<file path="config.mk">
export PLATFORM = sky130hd
export DESIGN_NAME = fan_pwm_speed_regulator_flat
export DESIGN_NICKNAME = d
export VERILOG_FILES = /design/src/sv/fpsr_pkg.sv /design/src/sv/fpsr_if.sv /design/src/sv/fpsr_div.sv /design/src/sv/fan_pwm_speed_regulator.sv /design/src/flat_wrapper.sv
export SDC_FILE = /design/constraint.sdc
export NUM_CORES = 1
export LEC_CHECK = 0
export ABC_AREA = 1
export BUFFER_PORTS_ARGS = -buffer_cell sky130_fd_sc_hd__clkbuf_2
export CORE_ASPECT_RATIO = 0.6
export CORE_UTILIZATION = 65
export DETAILED_ROUTE_END_ITERATION = 16
export PLACE_DENSITY = 0.95
export SETUP_SLACK_MARGIN = 0.05
export SLEW_MARGIN = 20
export SYNTH_ARGS = -nofsm -noshare
export SYNTH_HDL_FRONTEND = slang
export SYNTH_SLANG_ARGS = --single-unit
</file>
<file path="constraint.sdc">
create_clock -name i_clk -period 7.8 [get_ports i_clk]
set_input_delay 1.56 -clock i_clk [delete_from_list [all_inputs] [get_ports i_clk]]
set_output_delay 1.56 -clock i_clk [all_outputs]
set_load 0.01 [all_outputs]
</file>
<file path="src/sv/fpsr_pkg.sv">
package fpsr_pkg;

    localparam int OP_W      = 2;
    localparam int RAW_W     = 16;
    localparam int TEMP_W    = 8;
    localparam int DUTY_W    = 7;
    localparam int SPEED_W   = 8;
    localparam int ACC_W     = 8;
    localparam int TICK_W    = 10;
    localparam int PULSE_W   = 16;
    localparam int TARGET_W  = 6;
    localparam int DIV_W     = 16;
    localparam int DEN_W     = 9;
    localparam int DIV_CNT_W = $clog2(DIV_W);

    localparam logic [TICK_W-1:0]  TICKS_PER_UPDATE = 10'd1000;
    localparam logic [DUTY_W-1:0]  PWM_PERIOD       = 7'd100;
    localparam logic [DUTY_W-1:0]  DUTY_OFF_VALUE   = 7'd80;
    localparam logic [TEMP_W-1:0]  THRESHOLD_RESET  = 8'd80;
    localparam logic [DEN_W-1:0]   SPEED_DIVISOR    = 9'd360;
    localparam logic [DEN_W-1:0]   TARGET_MODULUS   = 9'd40;
    localparam logic [RAW_W-1:0]   TEMP_ROUND       = 16'd8;

    typedef enum logic [OP_W-1:0] {
        OP_TICK   = 2'd0,
        OP_PULSE  = 2'd1,
        OP_SAMPLE = 2'd2
    } t_op;

    typedef struct packed {
        logic             start;
        logic [DIV_W-1:0] dividend;
        logic [DEN_W-1:0] divisor;
    } t_div_req;

    typedef struct packed {
        logic             done;
        logic [DIV_W-1:0] quotient;
        logic [DEN_W-1:0] remainder;
    } t_div_rsp;

endpackage

</file>
<file path="src/sv/fpsr_if.sv">
interface fpsr_item_if import fpsr_pkg::*; ();
    logic             valid;
    logic             ready;
    logic [OP_W-1:0]  operation;
    logic [RAW_W-1:0] sensor_raw;

    modport source (output valid, output operation, output sensor_raw, input ready);
    modport sink (input valid, input operation, input sensor_raw, output ready);
endinterface

interface fpsr_cfg_if import fpsr_pkg::*; ();
    logic              valid;
    logic              ready;
    logic [TEMP_W-1:0] threshold_temp;

    modport source (output valid, output threshold_temp, input ready);
    modport sink (input valid, input threshold_temp, output ready);
endinterface

interface fpsr_result_if import fpsr_pkg::*; ();
    logic               valid;
    logic               ready;
    logic               fan_drive;
    logic [DUTY_W-1:0]  duty_level;
    logic [SPEED_W-1:0] fan_speed;
    logic               motor_on;
    logic [TEMP_W-1:0]  current_temp;
    logic               sample_request;

    modport source (
        output valid, output fan_drive, output duty_level, output fan_speed,
        output motor_on, output current_temp, output sample_request, input ready
    );
    modport sink (
        input valid, input fan_drive, input duty_level, input fan_speed,
        input motor_on, input current_temp, input sample_request, output ready
    );
endinterface

</file>
<file path="src/sv/fpsr_div.sv">
module fpsr_div import fpsr_pkg::*; (
    input  logic     i_clk,
    input  logic     i_rst_n,
    input  t_div_req i_req,
    output t_div_rsp o_rsp
);

    logic                 r_busy;
    logic                 r_done;
    logic [DIV_CNT_W-1:0] r_cnt;
    logic [DIV_W-1:0]     r_num;
    logic [DEN_W-1:0]     r_rem;
    logic [DEN_W-1:0]     r_den;

    logic [DEN_W:0] w_trial;
    logic [DEN_W:0] w_diff;
    logic           w_fit;

    // one quotient bit per cycle, restoring
    always_comb begin
        w_trial = {r_rem, r_num[DIV_W-1]};
        w_fit   = (w_trial >= {1'b0, r_den});
        w_diff  = w_trial - {1'b0, r_den};
    end

    always_ff @(posedge i_clk) begin
        if (!i_rst_n) begin
            r_busy <= 1'b0;
            r_done <= 1'b0;
            r_cnt  <= '0;
        end else begin
            r_done <= 1'b0;
            if (i_req.start) begin
                r_busy <= 1'b1;
                r_cnt  <= '0;
            end else if (r_busy) begin
                r_cnt <= r_cnt + 1'b1;
                if (r_cnt == DIV_CNT_W'(DIV_W - 1)) begin
                    r_busy <= 1'b0;
                    r_done <= 1'b1;
                end
            end
        end
    end

    always_ff @(posedge i_clk) begin
        if (i_req.start) begin
            r_num <= i_req.dividend;
            r_rem <= '0;
            r_den <= i_req.divisor;
        end else if (r_busy) begin
            r_num <= {r_num[DIV_W-2:0], w_fit};
            r_rem <= w_fit ? w_diff[DEN_W-1:0] : w_trial[DEN_W-1:0];
        end
    end

    assign o_rsp.done      = r_done;
    assign o_rsp.quotient  = r_num;
    assign o_rsp.remainder = r_rem;

endmodule

</file>
<file path="src/sv/fan_pwm_speed_regulator.sv">
// channel    | dir | handshake     | payload
// i_item     | in  | valid / ready | operation, sensor_raw
// i_cfg      | in  | valid / ready | threshold_temp
// o_result   | out | valid / ready | fan_drive, duty_level, fan_speed, motor_on,
//            |     |               | current_temp, sample_request
// pulse and sample transactions go from accept through S_TICKEND and S_EMIT, a plain tick through S_MOD first
// a tick that wraps the accumulator waits in S_MOD for the serial remainder division
// the update tick adds 16-step divisions on the shared divider for speed, quotient and target
// input ready is high whenever the sequencer is idle, even while a result waits
// reset is synchronous: threshold 80, duty 80, all counts and outputs cleared
module fan_pwm_speed_regulator import fpsr_pkg::*; (
    input  logic                 i_clk,
    input  logic                 i_rst_n,
    fpsr_item_if.sink            i_item,
    fpsr_cfg_if.sink             i_cfg,
    fpsr_result_if.source        o_result
);

    typedef enum logic [2:0] {
        S_IDLE,
        S_MOD,
        S_TICKEND,
        S_SPD,
        S_QUOT,
        S_TGT,
        S_STEP,
        S_EMIT
    } t_state;

    t_state               r_state;
    logic [OP_W-1:0]      r_op;
    logic [RAW_W-1:0]     r_raw;
    logic [TEMP_W-1:0]    r_threshold;
    logic [TICK_W-1:0]    r_tick_count;
    logic [ACC_W-1:0]     r_accum;
    logic [DUTY_W-1:0]    r_duty;
    logic [PULSE_W-1:0]   r_pulse_count;
    logic [SPEED_W-1:0]   r_speed;
    logic [TEMP_W-1:0]    r_temp;
    logic                 r_fan_on;
    logic                 r_drive;
    logic                 r_request;
    logic [TARGET_W-1:0]  r_target;
    logic                 r_out_valid;
    logic                 r_out_drive;
    logic [DUTY_W-1:0]    r_out_duty;
    logic [SPEED_W-1:0]   r_out_speed;
    logic                 r_out_fan_on;
    logic [TEMP_W-1:0]    r_out_temp;
    logic                 r_out_request;
    t_div_req             r_div_req;
    t_div_rsp             w_div_rsp;

    logic                 w_accept;
    logic [PULSE_W-1:0]   w_pulse60;
    logic [DIV_W-1:0]     w_diff;
    logic [DIV_W-1:0]     w_scaled;
    logic [RAW_W-1:0]     w_rounded;
    logic [TEMP_W-1:0]    w_temp;
    logic [SPEED_W-1:0]   w_target_ext;

    fpsr_div u_div (
        .i_clk   (i_clk),
        .i_rst_n (i_rst_n),
        .i_req   (r_div_req),
        .o_rsp   (w_div_rsp)
    );

    assign i_item.ready = (r_state == S_IDLE);
    assign i_cfg.ready  = 1'b1;
    assign w_accept     = i_item.valid && (r_state == S_IDLE);

    always_comb begin
        w_pulse60    = (r_pulse_count << 6) - (r_pulse_count << 2);
        w_diff       = {{(DIV_W-TEMP_W){1'b0}}, r_temp} - {{(DIV_W-TEMP_W){1'b0}}, r_threshold};
        w_scaled     = (w_diff << 5) + (w_diff << 3);
        w_rounded    = r_raw + TEMP_ROUND;
        w_temp       = w_rounded[TEMP_W+3:4];
        w_target_ext = {{(SPEED_W-TARGET_W){1'b0}}, r_target};
    end

    always_ff @(posedge i_clk) begin
        if (!i_rst_n) begin
            r_state       <= S_IDLE;
            r_op          <= '0;
            r_raw         <= '0;
            r_threshold   <= THRESHOLD_RESET;
            r_tick_count  <= '0;
            r_accum       <= '0;
            r_duty        <= DUTY_OFF_VALUE;
            r_pulse_count <= '0;
            r_speed       <= '0;
            r_temp        <= '0;
            r_fan_on      <= 1'b0;
            r_drive       <= 1'b0;
            r_request     <= 1'b0;
            r_target      <= '0;
            r_out_valid   <= 1'b0;
            r_out_drive   <= 1'b0;
            r_out_duty    <= '0;
            r_out_speed   <= '0;
            r_out_fan_on  <= 1'b0;
            r_out_temp    <= '0;
            r_out_request <= 1'b0;
            r_div_req     <= '0;
        end else begin
            r_div_req.start <= 1'b0;
            if (i_cfg.valid) begin
                r_threshold <= i_cfg.threshold_temp;
            end
            if (r_out_valid && o_result.ready) begin
                r_out_valid <= 1'b0;
            end

            unique case (r_state)
                S_IDLE: begin
                    if (w_accept) begin
                        r_op      <= i_item.operation;
                        r_raw     <= i_item.sensor_raw;
                        r_request <= 1'b0;
                        r_state   <= S_MOD;
                        if (t_op'(i_item.operation) != OP_TICK) begin
                            r_state <= S_TICKEND;
                        end
                    end
                end
                S_MOD: begin
                    // tick pwm step; wrap case waits for the serial remainder
                    if (!r_fan_on) begin
                        r_duty  <= DUTY_OFF_VALUE;
                        r_accum <= '0;
                        r_drive <= 1'b0;
                        r_state <= S_TICKEND;
                    end else if (r_accum < {1'b0, PWM_PERIOD}) begin
                        r_drive <= 1'b0;
                        r_accum <= r_accum + {1'b0, r_duty};
                        r_state <= S_TICKEND;
                    end else if (!r_div_req.start && w_div_rsp.done) begin
                        r_drive <= 1'b1;
                        r_accum <= w_div_rsp.remainder[ACC_W-1:0] + {1'b0, r_duty};
                        r_state <= S_TICKEND;
                    end else if (r_raw[0] == 1'b0) begin
                        r_raw[0]           <= 1'b1;
                        r_div_req.start    <= 1'b1;
                        r_div_req.dividend <= {{(DIV_W-ACC_W){1'b0}}, r_accum};
                        r_div_req.divisor  <= {{(DEN_W-DUTY_W){1'b0}}, PWM_PERIOD};
                    end
                end
                S_TICKEND: begin
                    r_state <= S_EMIT;
                    unique case (t_op'(r_op))
                        OP_TICK: begin
                            if (r_tick_count == TICKS_PER_UPDATE) begin
                                r_tick_count       <= '0;
                                r_request          <= 1'b1;
                                r_div_req.start    <= 1'b1;
                                r_div_req.dividend <= w_pulse60;
                                r_div_req.divisor  <= SPEED_DIVISOR;
                                r_state            <= S_SPD;
                            end else begin
                                r_tick_count <= r_tick_count + 1'b1;
                            end
                        end
                        OP_PULSE: begin
                            r_pulse_count <= r_pulse_count + 1'b1;
                        end
                        OP_SAMPLE: begin
                            r_temp   <= w_temp;
                            r_fan_on <= (w_temp > r_threshold);
                        end
                        default: begin
                        end
                    endcase
                end
                S_SPD: begin
                    if (w_div_rsp.done) begin
                        r_speed       <= w_div_rsp.quotient[SPEED_W-1:0];
                        r_pulse_count <= '0;
                        if (r_temp == '0) begin
                            r_target <= TARGET_W'(1);
                            r_state  <= S_STEP;
                        end else begin
                            r_div_req.start    <= 1'b1;
                            r_div_req.dividend <= w_scaled;
                            r_div_req.divisor  <= {{(DEN_W-TEMP_W){1'b0}}, r_temp};
                            r_state            <= S_QUOT;
                        end
                    end
                end
                S_QUOT: begin
                    if (w_div_rsp.done) begin
                        r_div_req.start    <= 1'b1;
                        r_div_req.dividend <= w_div_rsp.quotient;
                        r_div_req.divisor  <= TARGET_MODULUS;
                        r_state            <= S_TGT;
                    end
                end
                S_TGT: begin
                    if (w_div_rsp.done) begin
                        r_target <= w_div_rsp.remainder[TARGET_W-1:0] + 1'b1;
                        r_state  <= S_STEP;
                    end
                end
                S_STEP: begin
                    if (r_speed > w_target_ext) begin
                        if (r_duty != '0 && r_fan_on) begin
                            r_duty  <= r_duty - 1'b1;
                            r_accum <= '0;
                        end
                    end else if (r_speed < w_target_ext) begin
                        if (r_duty < PWM_PERIOD && r_fan_on) begin
                            r_duty  <= r_duty + 1'b1;
                            r_accum <= '0;
                        end
                    end
                    r_state <= S_EMIT;
                end
                S_EMIT: begin
                    if (!r_out_valid || o_result.ready) begin
                        r_out_valid   <= 1'b1;
                        r_out_drive   <= r_drive;
                        r_out_duty    <= r_duty;
                        r_out_speed   <= r_speed;
                        r_out_fan_on  <= r_fan_on;
                        r_out_temp    <= r_temp;
                        r_out_request <= r_request;
                        r_state       <= S_IDLE;
                    end
                end
                default: begin
                    r_state <= S_IDLE;
                end
            endcase

            if (w_accept && t_op'(i_item.operation) == OP_TICK) begin
                // low raw bit marks whether the remainder division was launched
                r_raw[0] <= 1'b0;
            end
        end
    end

    assign o_result.valid          = r_out_valid;
    assign o_result.fan_drive      = r_out_drive;
    assign o_result.duty_level     = r_out_duty;
    assign o_result.fan_speed      = r_out_speed;
    assign o_result.motor_on       = r_out_fan_on;
    assign o_result.current_temp   = r_out_temp;
    assign o_result.sample_request = r_out_request;

endmodule

</file>
<file path="src/flat_wrapper.sv">
// flat-port wrapper written by rule: the top's interface ports become plain ports
module fan_pwm_speed_regulator_flat import fpsr_pkg::*;
  (i_clk, i_rst_n, i_item_valid, i_item_operation, i_item_sensor_raw, i_item_ready, i_cfg_valid, i_cfg_threshold_temp, i_cfg_ready, o_result_valid, o_result_fan_drive, o_result_duty_level, o_result_fan_speed, o_result_motor_on, o_result_current_temp, o_result_sample_request, o_result_ready);
  fpsr_item_if i_item_i ();
  fpsr_cfg_if i_cfg_i ();
  fpsr_result_if o_result_i ();
  input  logic i_clk;
  input  logic i_rst_n;
  input wire logic [$bits(i_item_i.valid)-1:0] i_item_valid;
  input wire logic [$bits(i_item_i.operation)-1:0] i_item_operation;
  input wire logic [$bits(i_item_i.sensor_raw)-1:0] i_item_sensor_raw;
  output wire logic [$bits(i_item_i.ready)-1:0] i_item_ready;
  input wire logic [$bits(i_cfg_i.valid)-1:0] i_cfg_valid;
  input wire logic [$bits(i_cfg_i.threshold_temp)-1:0] i_cfg_threshold_temp;
  output wire logic [$bits(i_cfg_i.ready)-1:0] i_cfg_ready;
  output wire logic [$bits(o_result_i.valid)-1:0] o_result_valid;
  output wire logic [$bits(o_result_i.fan_drive)-1:0] o_result_fan_drive;
  output wire logic [$bits(o_result_i.duty_level)-1:0] o_result_duty_level;
  output wire logic [$bits(o_result_i.fan_speed)-1:0] o_result_fan_speed;
  output wire logic [$bits(o_result_i.motor_on)-1:0] o_result_motor_on;
  output wire logic [$bits(o_result_i.current_temp)-1:0] o_result_current_temp;
  output wire logic [$bits(o_result_i.sample_request)-1:0] o_result_sample_request;
  input wire logic [$bits(o_result_i.ready)-1:0] o_result_ready;
  assign i_item_i.valid = i_item_valid;
  assign i_item_i.operation = i_item_operation;
  assign i_item_i.sensor_raw = i_item_sensor_raw;
  assign i_item_ready = i_item_i.ready;
  assign i_cfg_i.valid = i_cfg_valid;
  assign i_cfg_i.threshold_temp = i_cfg_threshold_temp;
  assign i_cfg_ready = i_cfg_i.ready;
  assign o_result_valid = o_result_i.valid;
  assign o_result_fan_drive = o_result_i.fan_drive;
  assign o_result_duty_level = o_result_i.duty_level;
  assign o_result_fan_speed = o_result_i.fan_speed;
  assign o_result_motor_on = o_result_i.motor_on;
  assign o_result_current_temp = o_result_i.current_temp;
  assign o_result_sample_request = o_result_i.sample_request;
  assign o_result_i.ready = o_result_ready;
  fan_pwm_speed_regulator u_core (.i_clk(i_clk), .i_rst_n(i_rst_n), .i_item(i_item_i), .i_cfg(i_cfg_i), .o_result(o_result_i));
endmodule
</file>
==> results by group <==
Status
  • Status: finished clean

Cells and area
  • NumNets Final: 1556
  • Layout area overhead: 9.644%
  • FF+latch area: 3854 um2
  • Antenna Diode Count: 0
  • Non-Filler Instances: 1670
  • Share of cells above drive strength 1: 9.475%
  • Area of the multi-input gates: 5443 um2
  • FILL cells: 1073

Detailed routing
  • Final wirelength: 27.85 mm
  • Vias/cell: 6.064
  • Post-Route M1 WL: 11.45 mm
  • Met2 routed WL: 12.17 mm
  • Total vias in the final route: 10130
  • Met3 Routed Length: 3.566 mm
  • Final ANT Viol Nets: 0
  • DR top layer: met4
  • Initial drt markers: 1266
  • Drt first pass iters: 7
  • DR WL/cell: 16.67 um
  • Remaining DRCs: 0

Global route
  • GRT Util Overall: 35.26%
  • Initial antenna violation count: 0
  • Global-route wire length before repair: 45.62 mm
  • GRT overflow: 0
  • Largest net degree at the start of global routing: 88
  • Vias in the first global route: 9405

Yosys
  • Sequential area share after synthesis: 37.55%
  • Syn Inst Count: 1412
  • FFs w/ async S/R, synth: 0%
  • Post-synth EDFFs: 25
  • Post-synthesis cell area: 10260 um2
  • Synth warnings: 0
  • Post-synthesis register bit count: 180
  • Net Count, Synth: 1514
  • Synth cell types: 56
  • Top_reg_cell synth: dfxtp_1
  • Synthesized area per cell: 7.268 um2

Timing
  • Fmax: 0.2966 GHz
  • Slew Viols, Final: 0
  • Post-route clock period utilization: 43.22%
  • Slew HR: 43.51%
  • RSZ-0062 raised after global routing: no
  • Fin crit period: 3.372 ns
  • Actual slew at the worst max-slew pin: 0.8422 ns
  • Final Skew: 0.01736 ns
  • Final WS setup: 4.428 ns
  • Setup TNS: 0 ns
  • Final hold violations: 0
  • Final setup violation count: 0

Worst setup path
  • Crit Path Category: flip-flop to flip-flop
  • Slowest stage delay, CP: 0.45 ns
  • Buf/Inv on CP: 3
  • Family with the most delay on the worst path: simple AND/OR/NAND/NOR gates
  • CP startpoint kind: flip-flop
  • Worst reg-to-reg setup slack: 4.43 ns
  • CP required: 8.17 ns
  • Critical Path Fanout Max: 10
  • Crit path DAT: 3.74 ns
  • Levels on crit path: 18
  • Worst Setup End Kind: flip-flop
  • FF-to-FF path depth: 18
  • Crit path cell chain: inv_1 > nand3_1 > nand3_1 > nand2_1 > inv_1 > o21ai_0 > ha_1 > inv_1 > fa_1 > nand3b_1 > and3_1 > or2_2 > nand2_1 > a21oi_1 > xor2_1 > o21ai_0 > nand2_1 > nor2_1
  • Slowest CP cell: dfxtp_1

Die
  • # rows: 35
  • CORE AREA: 15370 um2
  • Initial Util: 66.76%
  • Num ports: 60
  • Die Area: 16310 um2
  • Die X: 164.2 um
  • Die height: 99.33 um

Pwr
  • Pwr per Cell Area: 254.6 nW/um2
  • Lkg Pwr: 0.005162 uW
  • Maximum vdd ir drop: 0.0001752 V

Job
  • Max Cap Viol: 0

Clock network
  • CTS resizes: 0
  • Hold_buf cts: 0
  • Clk sink count: 180
  • Clk Latency, worst-skew pair: 0.45 ns
  • CTS Buffer Depth: 2
  • Clock slew at reported path FFs: 0.08 ns
  • Num CTS Buffers: 17
  • CTS tree: yes
  • CTS root buf: clkbuf_16
  • Setup bufs post-CTS: 0
  • Htree depth: 4

Placement
  • RePlAce Congestion: 0.9628
  • Setup WS pre-CTS: 4.451 ns
  • Number of port buffers: 52
  • DP HPWL: 19.47 mm
  • Placed cells: 1638

Hold path
  • Worst Hold Depth: 0
  • Worst Hold Class: flip-flop to flip-flop
power breakdown:
part / switching [uW] / total [uW] / internal, uW
Clock: 431 / 861 / 430
Sequential: 110 / 1130 / 1020
Combinational: 570 / 872 / 302
Total: 1110 / 2870 / 1750
final timing paths:
check | from | endpoint
max | u_core.r_accum[4] | u_core.r_accum[6]
min | u_core.r_div_req[8] | u_core.u_div.r_den[8]
max reg2reg | u_core.r_accum[4] | u_core.r_accum[6]
min reg2reg | u_core.r_div_req[8] | u_core.u_div.r_den[8]
cell usage after synthesis, types with 12 or more instances:
master	number	share of area, %
nand2_1	263	9.6
inv_1	203	7.4
dfxtp_1	155	30
a21oi_1	148	7.2
o21ai_0	132	6.4
nor2_1	119	4.4
nand3_1	68	3.3
ha_1	66	8.0
clkbuf_1	26	0.95
edfxtp_1	25	7.3
nor3_1	25	1.2
xor2_1	17	1.5
nand4_1	12	0.73
through the flow:
step                      hold WS, ns  power (uW)  cell area, um2  utilization [%]
final                          0.4384        2865           11250            73.20
after global routing           0.4407        3016           11250            73.20
after CTS                      0.4382        2830           11250            73.20
after detailed placement       0.4176        1975           10670            69.43
after global placement         0.4121        1927           10670            69.43
after floorplan                0.4030        1756           10260                -
cells by family after synthesis:
kind of cell | count (synthesis) | synth area share, %
adders and majority gates | 71 | 9.022
buffers and inverters | 252 | 9.436
xor gates and xnor gates | 24 | 2.048
AOI/OAI and AO/OA | 339 | 17.84
and+or+nand+nor | 545 | 24.07
DFF | 180 | 37.55
other | 1 | 0.03654
area by class of cell:
| type | instances | area share (%) |
|---|---|---|
| multi-input cells | 980 | 48.37 |
| flip-flops and latches | 180 | 34.25 |
| inverters | 217 | 7.250 |
| clock buffers | 17 | 3.781 |
| repair buffers | 58 | 2.713 |
| well taps | 203 | 2.257 |
| clock inverters | 15 | 1.379 |
sequential cells by signal, indices dropped and copies added (netlist names), 9 cells and up:
signal	cells
u_core.r_pulse_count	14
u_core.r_raw	10
u_core.u_div.r_rem	9
u_core.u_div.r_num	16
u_core.r_tick_count	10
u_core.r_div_req	26
u_core.u_div.r_den	9
metal layers:
layer,track usage (%),vias to the layer above
met5,0,-
met4,12.75,0
met3,6.672,92
met1,48.10,4600
met2,55.76,678
li1,-,4757
placed cells by master (no fill, tap or decap), types with 4 or more instances in the layout:
cell         n
a211oi_1    10
a21oi_1    148
a31oi_1      8
buf_4        6
clkbuf_16   17
clkbuf_2    52
clkinv_1     4
dfxtp_1    155
edfxtp_1    25
fa_1         5
ha_1        66
inv_1      203
inv_2        9
inv_8        6
nand2_1    263
nand2_2      5
nand3_1     68
nand3_2      5
nand4_1     12
nor2_1     118
nor2_2       6
nor2_4       6
nor3_1      25
nor3b_1      6
nor4_1       8
o211ai_1     5
o21ai_0    132
o22ai_1     11
o31ai_1      4
or2_2        5
xnor2_1      7
xor2_1      17
Note: power is estimated with default switching activity, not from simulation.
